<file path="config.mk">
export PLATFORM = sky130hd
export DESIGN_NAME = block_bitmap_allocator_core
export DESIGN_NICKNAME = d
export VERILOG_FILES = /design/src/sv/bba_pkg.sv /design/src/sv/bba_dp.sv /design/src/sv/bba_ctrl.sv /design/src/sv/block_bitmap_allocator_core.sv
export SDC_FILE = /design/constraint.sdc
export NUM_CORES = 1
export LEC_CHECK = 0
export BUFFER_PORTS_ARGS = -buffer_cell sky130_fd_sc_hd__buf_2
export CAP_MARGIN = 20
export CORE_ASPECT_RATIO = 0.5
export CORE_MARGIN = 2
export CORE_UTILIZATION = 61
export DETAILED_ROUTE_END_ITERATION = 6
export GPL_ROUTABILITY_DRIVEN = 0
export PLACE_DENSITY = 0.85
export SLEW_MARGIN = 20
export SYNTH_ARGS = -nofsm -noshare
export SYNTH_HDL_FRONTEND = slang
export SYNTH_SLANG_ARGS = --single-unit
</file>
<file path="constraint.sdc">
create_clock -name clock -period 4.88 [get_ports clock]
set_input_delay 0.244 -clock clock [delete_from_list [all_inputs] [get_ports clock]]
set_output_delay 0.244 -clock clock [all_outputs]
set_load 0.1 [all_outputs]
</file>
<file path="src/sv/bba_pkg.sv">
// Types and constants of the block bitmap allocator.
`default_nettype none

package bba_pkg;

   localparam int MAX_BLOCKS_DEFAULT = 256;
   localparam int ADDR_LIMIT         = 256;   // block numbers are 8 bits
   localparam int MAP_CAP_BYTES      = ADDR_LIMIT / 8;
   localparam int BLOCK_W            = 8;
   localparam int COUNT_W            = 9;
   localparam int CSR_ADDR_W         = 3;
   localparam int CSR_DATA_W         = 32;

   localparam logic [COUNT_W-1:0] BLOCK_COUNT_RESET = 9'd256;
   localparam logic               REG_BLOCK_COUNT   = 1'b0;   // register index bit

   typedef enum logic [1:0] {
      CMD_ALLOC = 2'd0,
      CMD_FREE  = 2'd1,
      CMD_CLAIM = 2'd2,
      CMD_TEST  = 2'd3
   } cmd_type;

   typedef enum logic [1:0] {
      STATUS_OK    = 2'd0,
      STATUS_FULL  = 2'd1,
      STATUS_RANGE = 2'd2
   } status_type;

   typedef struct packed {
      cmd_type              command;
      logic [BLOCK_W-1:0]   block_number;
   } req_type;

   typedef struct packed {
      logic [BLOCK_W-1:0]   result_block;
      status_type           status;
      logic                 was_used;
   } rsp_type;

   // controller -> datapath
   typedef struct packed {
      logic capture;
      logic step;
      logic commit;
   } dp_cmd_type;

   // datapath -> controller
   typedef struct packed {
      logic scan_hit;
      logic scan_end;
   } dp_stat_type;

endpackage

`default_nettype wire

</file>
<file path="src/sv/bba_dp.sv">
// Datapath: request registers, used-bit map, byte scanner and result register.
`default_nettype none

module bba_dp #(
   parameter int MAX_BLOCKS = bba_pkg::MAX_BLOCKS_DEFAULT
) (
   input  wire logic                         clock,
   input  wire logic                         reset,
   input  wire bba_pkg::req_type             req_payload,
   input  wire logic [bba_pkg::COUNT_W-1:0]  block_count,
   input  wire bba_pkg::dp_cmd_type          cmd,
   output bba_pkg::dp_stat_type              stat,
   output bba_pkg::rsp_type                  rsp_payload
);

   localparam int MapBytes = (MAX_BLOCKS + 7) / 8;
   localparam int MapDepth = (MapBytes < bba_pkg::MAP_CAP_BYTES) ? MapBytes
                                                                  : bba_pkg::MAP_CAP_BYTES;
   localparam int IdxW     = (MapDepth > 1) ? $clog2(MapDepth) : 1;
   localparam int CntW     = $clog2(MapDepth + 1);
   localparam int Limit    = (MAX_BLOCKS < bba_pkg::ADDR_LIMIT) ? MAX_BLOCKS
                                                                : bba_pkg::ADDR_LIMIT;
   localparam logic [bba_pkg::COUNT_W-1:0] LimitCount = bba_pkg::COUNT_W'(Limit);

   bba_pkg::cmd_type                 cmd_ff;
   logic [bba_pkg::BLOCK_W-1:0]      blk_ff;
   logic [CntW-1:0]                  scan_idx_ff;
   logic [7:0]                       map_ff [MapDepth];
   bba_pkg::rsp_type                 rsp_ff;
   bba_pkg::rsp_type                 rsp_in;

   logic [bba_pkg::COUNT_W-1:0]      eff_count;
   logic [bba_pkg::COUNT_W-1:0]      scan_base;
   logic [bba_pkg::COUNT_W-1:0]      remain;
   logic                             scan_end;
   logic [7:0]                       scan_byte;
   logic [7:0]                       valid_mask;
   logic [7:0]                       free_bits;
   logic [2:0]                       hit_pos;
   logic                             scan_hit;
   logic [IdxW-1:0]                  single_idx;
   logic [7:0]                       single_byte;
   logic [7:0]                       bit_mask;
   logic                             in_range;
   logic                             wr_en;
   logic [IdxW-1:0]                  wr_idx;
   logic [7:0]                       wr_data;

   assign eff_count = (block_count > LimitCount) ? LimitCount : block_count;

   // scanner: one map byte per cycle
   assign scan_base = bba_pkg::COUNT_W'(scan_idx_ff) << 3;
   assign scan_end  = (scan_base >= eff_count);
   assign remain    = eff_count - scan_base;
   assign scan_byte = map_ff[scan_idx_ff[IdxW-1:0]];

   always_comb begin
      for (int b = 0; b < 8; b++) begin
         valid_mask[b] = (bba_pkg::COUNT_W'(b) < remain);
      end
   end

   assign free_bits = ~scan_byte & valid_mask;
   assign scan_hit  = !scan_end && (free_bits != 8'd0);

   always_comb begin
      hit_pos = 3'd0;
      for (int b = 7; b >= 0; b--) begin
         if (free_bits[b]) begin
            hit_pos = 3'(b);
         end
      end
   end

   // single-block access
   assign single_idx  = blk_ff[IdxW+2:3];
   assign single_byte = map_ff[single_idx];
   assign bit_mask    = 8'd1 << blk_ff[2:0];
   assign in_range    = ({1'b0, blk_ff} < eff_count);

   always_comb begin
      rsp_in.result_block = blk_ff;
      rsp_in.status       = bba_pkg::STATUS_OK;
      rsp_in.was_used     = 1'b0;
      wr_en               = 1'b0;
      wr_idx              = single_idx;
      wr_data             = single_byte;
      if (cmd_ff == bba_pkg::CMD_ALLOC) begin
         wr_idx  = scan_idx_ff[IdxW-1:0];
         wr_data = scan_byte | (8'd1 << hit_pos);
         if (scan_hit) begin
            rsp_in.result_block = {scan_base[7:3], hit_pos};
            wr_en               = 1'b1;
         end else begin
            rsp_in.result_block = '0;
            rsp_in.status       = bba_pkg::STATUS_FULL;
         end
      end else if (!in_range) begin
         rsp_in.status = bba_pkg::STATUS_RANGE;
      end else begin
         rsp_in.was_used = |(single_byte & bit_mask);
         case (cmd_ff)
            bba_pkg::CMD_FREE: begin
               wr_en   = 1'b1;
               wr_data = single_byte & ~bit_mask;
            end
            bba_pkg::CMD_CLAIM: begin
               wr_en   = 1'b1;
               wr_data = single_byte | bit_mask;
            end
            default: begin
            end
         endcase
      end
   end

   always_ff @(posedge clock) begin
      if (cmd.capture) begin
         cmd_ff      <= req_payload.command;
         blk_ff      <= req_payload.block_number;
         scan_idx_ff <= '0;
      end else if (cmd.step) begin
         scan_idx_ff <= scan_idx_ff + 1'b1;
      end
      if (cmd.commit) begin
         rsp_ff <= rsp_in;
      end
   end

   always_ff @(posedge clock) begin
      if (reset) begin
         for (int i = 0; i < MapDepth; i++) begin
            map_ff[i] <= 8'd0;
         end
      end else if (cmd.commit && wr_en) begin
         map_ff[wr_idx] <= wr_data;
      end
   end

   assign stat.scan_hit = scan_hit;
   assign stat.scan_end = scan_end;
   assign rsp_payload   = rsp_ff;

endmodule

`default_nettype wire

</file>
<file path="src/sv/bba_ctrl.sv">
// Controller: request/response handshake and command sequencing.
`default_nettype none

module bba_ctrl (
   input  wire logic                  clock,
   input  wire logic                  reset,
   input  wire logic                  req_valid,
   input  wire bba_pkg::cmd_type      req_command,
   input  wire logic                  rsp_ready,
   input  wire bba_pkg::dp_stat_type  stat,
   output logic                       req_ready,
   output logic                       rsp_valid,
   output bba_pkg::dp_cmd_type        cmd
);

   typedef enum logic [1:0] {
      S_IDLE,
      S_SINGLE,
      S_SCAN
   } state_type;

   state_type state_ff, state_in;
   logic      req_ready_ff, req_ready_in;
   logic      rsp_valid_ff, rsp_valid_in;
   logic      out_free;

   // result register can be loaded when empty or being drained this cycle
   assign out_free = !rsp_valid_ff || rsp_ready;

   always_comb begin
      state_in     = state_ff;
      req_ready_in = 1'b0;
      cmd          = '0;
      case (state_ff)
         S_IDLE: begin
            req_ready_in = 1'b1;
            if (req_valid && req_ready_ff) begin
               cmd.capture  = 1'b1;
               req_ready_in = 1'b0;
               state_in     = (req_command == bba_pkg::CMD_ALLOC) ? S_SCAN : S_SINGLE;
            end
         end
         S_SINGLE: begin
            if (out_free) begin
               cmd.commit   = 1'b1;
               req_ready_in = 1'b1;
               state_in     = S_IDLE;
            end
         end
         S_SCAN: begin
            if (stat.scan_hit || stat.scan_end) begin
               if (out_free) begin
                  cmd.commit   = 1'b1;
                  req_ready_in = 1'b1;
                  state_in     = S_IDLE;
               end
            end else begin
               cmd.step = 1'b1;
            end
         end
         default: begin
            state_in = S_IDLE;
         end
      endcase
      rsp_valid_in = cmd.commit ? 1'b1 : (rsp_ready ? 1'b0 : rsp_valid_ff);
   end

   always_ff @(posedge clock) begin
      if (reset) begin
         state_ff     <= S_IDLE;
         req_ready_ff <= 1'b0;
         rsp_valid_ff <= 1'b0;
      end else begin
         state_ff     <= state_in;
         req_ready_ff <= req_ready_in;
         rsp_valid_ff <= rsp_valid_in;
      end
   end

   assign req_ready = req_ready_ff;
   assign rsp_valid = rsp_valid_ff;

endmodule

`default_nettype wire

</file>
<file path="src/sv/block_bitmap_allocator_core.sv">
// Block bitmap allocator: one used bit per block, first-fit allocate, free, claim, test.
//
// Keeps a used-bit map of up to 256 blocks, all free after reset. Each request
// carries a command: allocate grants the lowest free block below the effective
// count (min of block_count, MAX_BLOCKS and 256) and marks it used, or reports
// a full store; free clears a block's bit, claim sets it, test only reads it.
// A block number at or above the effective count returns out-of-range status
// and leaves the map alone. Free, claim and test commit their result from the
// state after acceptance, once the result register is free. Allocate scans the
// map one byte per cycle from byte 0 until it finds a free bit or passes the
// effective count, which reports a full store. One request is in work at a
// time; the response sits in an output register, so a new request is taken
// while the previous response waits for rsp_ready. The whole map clears on
// reset. block_count sits at byte address 0 of the APB-style port and resets
// to 256; write it only while the block is idle.
`default_nettype none

module block_bitmap_allocator_core #(
   parameter int MAX_BLOCKS = bba_pkg::MAX_BLOCKS_DEFAULT
) (
   input  wire logic                             clock,
   input  wire logic                             reset,
   // request channel
   input  wire logic                             req_valid,
   output logic                                  req_ready,
   input  wire bba_pkg::req_type                 req_payload,
   // response channel
   output logic                                  rsp_valid,
   input  wire logic                             rsp_ready,
   output bba_pkg::rsp_type                      rsp_payload,
   // register port
   input  wire logic                             psel,
   input  wire logic                             penable,
   input  wire logic                             pwrite,
   input  wire logic [bba_pkg::CSR_ADDR_W-1:0]   paddr,
   input  wire logic [bba_pkg::CSR_DATA_W-1:0]   pwdata,
   output logic [bba_pkg::CSR_DATA_W-1:0]        prdata,
   output logic                                  pready
);

   logic [bba_pkg::COUNT_W-1:0] block_count_ff;
   logic [bba_pkg::COUNT_W-1:0] block_count_in;
   logic                        csr_wr;
   bba_pkg::dp_cmd_type         dp_cmd;
   bba_pkg::dp_stat_type        dp_stat;

   // register port: never inserts wait states, write in the access phase
   assign pready = 1'b1;
   assign csr_wr = psel && penable && pwrite && (paddr[2] == bba_pkg::REG_BLOCK_COUNT);

   assign block_count_in = csr_wr ? pwdata[bba_pkg::COUNT_W-1:0] : block_count_ff;

   always_ff @(posedge clock) begin
      if (reset) begin
         block_count_ff <= bba_pkg::BLOCK_COUNT_RESET;
      end else begin
         block_count_ff <= block_count_in;
      end
   end

   assign prdata = (paddr[2] == bba_pkg::REG_BLOCK_COUNT)
                 ? {{(bba_pkg::CSR_DATA_W - bba_pkg::COUNT_W){1'b0}}, block_count_ff}
                 : '0;

   // sequencing
   bba_ctrl u_ctrl (
      .clock       (clock),
      .reset       (reset),
      .req_valid   (req_valid),
      .req_command (req_payload.command),
      .rsp_ready   (rsp_ready),
      .stat        (dp_stat),
      .req_ready   (req_ready),
      .rsp_valid   (rsp_valid),
      .cmd         (dp_cmd)
   );

   // map, scanner and result register
   bba_dp #(
      .MAX_BLOCKS (MAX_BLOCKS)
   ) u_dp (
      .clock       (clock),
      .reset       (reset),
      .req_payload (req_payload),
      .block_count (block_count_ff),
      .cmd         (dp_cmd),
      .stat        (dp_stat),
      .rsp_payload (rsp_payload)
   );

endmodule

`default_nettype wire

</file>
Yosys cells after proc, flatten, opt, wreduce, memory -nomap -nowiden
Memories as Yosys holds them, arrays and structs flattened. A register that Yosys moved wholly into a read port is not among the register bits.
Cells that the tools add are included.
{ "totals": {"reg_bits": 40, "ram_bits": 256, "input_bits": 52, "out_inout_bits": 46, "wordCells": 111, "n_memories": 1} }
{ "mem_list": {"columns": ["name", "words", "width", "rd", "rd_clocked_by_memory_dff", "write_ports", "line_no", "rtl"], "rows": [
  ["u_dp.map_ff", 32, 8, 2, 2, 32, "bba_dp.sv:28", "logic [7:0] map_ff [MapDepth];"]
]} }
{ "op_classes": {"addsub": 2, "magnitude_cmp": 11, "eq_ne": 6, "shift": 2, "muxes": 50, "n_bitwise": 9, "reduce_logical": 20} }
{ "ops": {"columns": ["cell", "count"], "rows": [
  ["2-to-1 mux 8 bit", 5],
  ["< comparator 3 x 9 -> 1 bit (first input constant)", 4],
  ["2-to-1 mux 5 bit", 5],
  ["AND 8 bit", 3],
  ["2-to-1 mux 3 bit", 8],
  ["2-to-1 mux 1 bit", 20],
  ["< comparator 1 x 9 -> 1 bit (first input constant)", 2],
  ["< comparator 2 x 9 -> 1 bit (first input constant)", 2],
  ["2-to-1 mux 9 bit", 2],
  ["NOT 8 bit", 2],
  ["bitwise OR 8 bit", 2],
  ["one-hot mux 8 bit (2 select lines)", 1],
  ["OR reduction 8 bit", 2],
  ["left shift 1 x 3 -> 8 bit (first input constant)", 2],
  ["2-to-1 mux 2 bit", 6],
  ["greater-or-equal comparator 9 bit", 1],
  ["> comparator 9 bit (second input constant)", 1],
  ["< comparator 8 x 9 -> 1 bit", 1],
  ["subtractor 9 bit", 1],
  ["nonzero test 8 bit", 1],
  ["adder 6 x 1 -> 6 bit (second input constant)", 1],
  ["logical AND 1 bit", 6],
  ["zero test 2 bit", 3],
  ["one-hot mux 2 bit (3 select lines)", 1],
  ["11 further kinds", 18]
]} }

Depth between registers and ports, before layout
{ "logic_depth": {"depth_word": 17, "mapped_depth": 15, "mapped_depth_nobuf": 12} }

Cells and area by module
From an unflattened synthesis, not the netlist that was laid out.
{ "hier_totals": {"hier_cells": 1334, "hier_area_um2": 17555.6} }
{ "by_module_without_submodules": {"columns": ["module", "n_inst", "cells_per_inst", "area_per_inst_um2", "seq_area_each_um2"], "rows": [
  ["bba_dp", 1, 1230, 16595.9, 8638.3],
  ["block_bitmap_allocator_core", 1, 74, 669.4, 180.2],
  ["bba_ctrl", 1, 30, 290.3, 80.1]
]} }

Least setup slack after synthesis
OpenSTA, ideal clock, no wires.
{ "synth_path": {"path_kind": "register to register", "from": "register block_count_ff[8] (netlist bit)", "to": "memory u_dp.map_ff[27][0], enable pin", "setup_ps": 384, "t_arrival_ps": 3890, "t_required_ps": 4496, "slack_ps": 606, "stages_incl_launch_ff": 15, "n_path_buf": 2, "synth_period_minus_slack_ps": 4274, "path_cell_list": "dfxtp_1 -> clkbuf_1 -> nand2b_1 -> ha_1 -> fa_1 -> nand2b_1 -> a21oi_1 -> nor4b_1 -> a41o_1 -> o211ai_1 -> a22oi_1 -> a41oi_2 -> o2111ai_2 -> buf_2 -> o21ai_0"} }
{ "synth_rtl": {"columns": ["item", "line_no", "rtl"], "rows": [
  ["start, declared", "block_bitmap_allocator_core.sv:41", "logic [bba_pkg::COUNT_W-1:0] block_count_ff;"],
  ["start signal, assigned", "block_bitmap_allocator_core.sv:55", "block_count_ff <= bba_pkg::BLOCK_COUNT_RESET;"],
  ["start signal, assigned", "block_bitmap_allocator_core.sv:57", "block_count_ff <= block_count_in;"],
  ["end, declared", "bba_dp.sv:28", null]
]} }

==> results.py <==
metrics = {
    "status": {
        "status": "complete, but fails checks",
        "violations": "design-rule violations",
    },
    "yosys": {
        "synth_edf_count": 277,
        "synth-seq-cells": 306,
        "yosysTopAreaCellShare_pct": 47.4,
        "ys_warn_count": 0,
        "post-synth-top-area-cell": "edfxtp_1",
        "synth-main-ff-cell": "edfxtp_1",
        "synth_area_sq_um": 17600,
        "async_flop_share_pct": 0,
        "yosysSeqAreaShare_pct": 50.7,
        "yosys-top-cells-area": "edfxtp_1, mux4_2, nor3_1",
        "synthCells": 1402,
        "ys_types": 78,
        "syn_avg_cell_area_sq_um": 12.5,
    },
    "clocking": {
        "numCtsBuffers": 29,
        "cts.sinks": 306,
        "cts.htree.levels": 1,
        "clkTransAtPathRegs_ns": 0.07,
        "clkLatencyLatePin_ns": 0.60,
        "tritoncts": "yes",
        "post_cts_resized": 0,
        "root_buffer": "clkbuf_16",
        "clk_path_buf_depth": 3,
    },
    "setup_path": {
        "critical_path_class": "reg -> reg",
        "crit_chain": "buf_12, mux2i_1, a22oi_1, nand3_1, o21ai_0, o21ai_0, a22oi_1, a41oi_2, nor2_4, buf_12, o21ai_0",
        "cp_slowest_cell": "o21ai_0",
        "arrival_ns": 4.95,
        "cp-start-kind": "flip-flop",
        "cpPeakStageDelay_ns": 0.81,
        "crit_path_end_kind": "flip-flop",
        "worst_ep_required_time_ns": 5.09,
        "cp_max_fo": 32,
        "crit_top_cell": "o21ai_0",
    },
    "detailed_routing": {
        "wl_per_cell_um": 30.6,
        "first_iter_violations": 2998,
        "drc": 115,
        "firstDrtPassIters": 7,
        "vias": 14379,
        "via_per_inst": 7.62,
        "ant_nets": 0,
        "finalWirelength_um": 57800,
    },
    "global_routing": {
        "antenna_found_initial": 4,
        "grt.total_usage_pct": 38.5,
        "first_global_vias": 13790,
        "overflow": 0,
        "grt_max_degree": 46,
        "grt_pass1_wl_um": 84800,
    },
    "floorplanning": {
        "fp.dieArea_sq_um": 30200,
        "die_h_um": 124,
        "rows": 43,
        "start_util_pct": 62.8,
        "io_pins": 98,
        "fp.dieW_um": 244,
        "core_area_sq_um": 28000,
    },
    "timing": {
        "min_period_over_period_pct": 97.0,
        "slew_violations": 0,
        "fmax_ghz": 0.211,
        "finalHoldWorstSlack_ns": 0.00132,
        "layout_min_cycle_time_ns": 4.73,
        "finalSetupTns_ns": 0,
        "max-slew-margin-rel_pct": 25.9,
        "rsz0062_at_grt": "false",
        "setup_violations": 0,
        "tightest_slew_ns": 1.11,
        "hold_viol_final": 0,
        "fin_worst_skew_ns": 0.0147,
    },
    "pwr": {
        "vdd_ir_drop_max_mv": 0.294,
        "power_leakage_nw": 6.53,
        "total_power_mw": 6.69,
        "power_density_nw_per_um2": 340,
    },
    "finish": {
        "syn_to_final_growth_pct": 12.0,
        "fin_util_pct": 70.3,
        "drive_gt1_share_pct": 23.0,
        "nNetsFinal": 1557,
    },
    "placement": {
        "port_buffers": 48,
        "dp_hpwl_um": 37900,
    },
    "min_path": {
        "hp-class": "in -> reg",
    },
    "job": {
        "max_cap_violations": 0,
    },
}
cells by family after synthesis:
| group | after synthesis | synth area share [%] |
|---|---|---|
| and+or+nand+nor | 511 | 15.3 |
| DFF | 306 | 50.7 |
| AOI/OAI and AO/OA | 193 | 7.35 |
| muxes | 192 | 19.7 |
| buffers and inverters | 174 | 5.24 |
| adders and majority gates | 22 | 1.61 |
| other | 2 | 0.0428 |
| xor gates and xnor gates | 2 | 0.0998 |
registers in the layout, indices dropped and copies added (netlist names), named ones only:
register	cells
u_dp.map_ff	256
u_dp.rsp_payload	11
block_count_ff	9
u_dp.blk_ff	8
u_dp.scan_idx_ff	6
u_ctrl.state_ff	2
u_dp.cmd_ff	2
u_ctrl.req_ready	1
u_ctrl.rsp_valid	1
worst paths after layout:
path                     start                 end  slack [ns]  cells after the start
max                  flip-flop  u_dp.map_ff[31][1]        0.15                     11
min                      reset    u_ctrl.req_ready       0.001                      2
max reg2reg          flip-flop  u_dp.map_ff[31][1]        0.15                     11
min reg2reg  block_count_ff[7]   block_count_ff[7]        0.49                      2
critical path: cells and delay by family (launching register included):
kind                   cells  cell delay, ns
DFF                        1            0.64
muxes                      1            0.31
buffers and inverters      2            0.54
AOI/OAI and AO/OA          6            2.46
and+or+nand+nor            2            0.35
cells in the mapped netlist (8+ instances only):
cell / instances
buf_2: 40
buf_4: 35
a22oi_1: 29
nor2_1: 44
mux4_2: 94
dfxtp_1: 29
buf_1: 9
o22ai_1: 9
nor2b_1: 22
nand3_1: 24
o21ai_0: 56
nand2b_1: 14
nand2_1: 100
a31oi_1: 8
edfxtp_1: 277
mux2i_1: 72
clkbuf_1: 49
inv_1: 29
nor3_2: 31
a21oi_1: 29
nor3_1: 235
ha_1: 21
mux4_1: 22
metrics by stage:
stage	std cells	setup WS [ns]	area, sq um
after detailed placement	1809	0.327	18400
after global routing	1888	0.00794	19700
final	1888	0.148	19700
after CTS	1887	0.269	19700
after global placement	1809	0.477	18400
after floorplan	1424	0.606	17600
report_power, final:
part           leakage [nW]  internal [mW]  switching [mW]  total [mW]
logic                  2.98          0.384           0.822        1.21
registers              3.07           2.94           0.114        3.05
clock network         0.484           1.34            1.08        2.43
per-layer routing:
metal  vias up  GRT usage (%)  routed length (um)
li1       5625              -                   -
met1      6612           46.0               17600
met2      1693           57.0               24000
met3       441           19.4               11700
met4         8           21.4                4200
met5         -           2.78                 209
placed cells by master (no fill, tap or decap), types with 31 or more instances in the layout:
master / instances
mux4_2: 94
buf_2: 48
mux2i_1: 72
nor2_1: 44
nand2_1: 100
buf_4: 91
nor3_1: 235
clkbuf_16: 31
nor3_2: 31
edfxtp_1: 277
o21ai_0: 51
repair_timing:
action | 4_1_cts | 5_1_grt
setup buffers | 0 | 0
hold buffers | 25 | 0
endpoints found under the setup margin | 0 | 8
endpoints found under the hold margin | 26 | 0
layout make-up:
class	instances	area (sq um)
repair buffers	170	1290
inverters	32	120
fillers	1648	8320
well taps	382	478
flip-flops and latches	306	8910
clock buffers	36	805
multi-input cells	944	7860
clock inverters	17	190
diodes	1	2.50
No activity file was read; power rests on OpenSTA's default activity.
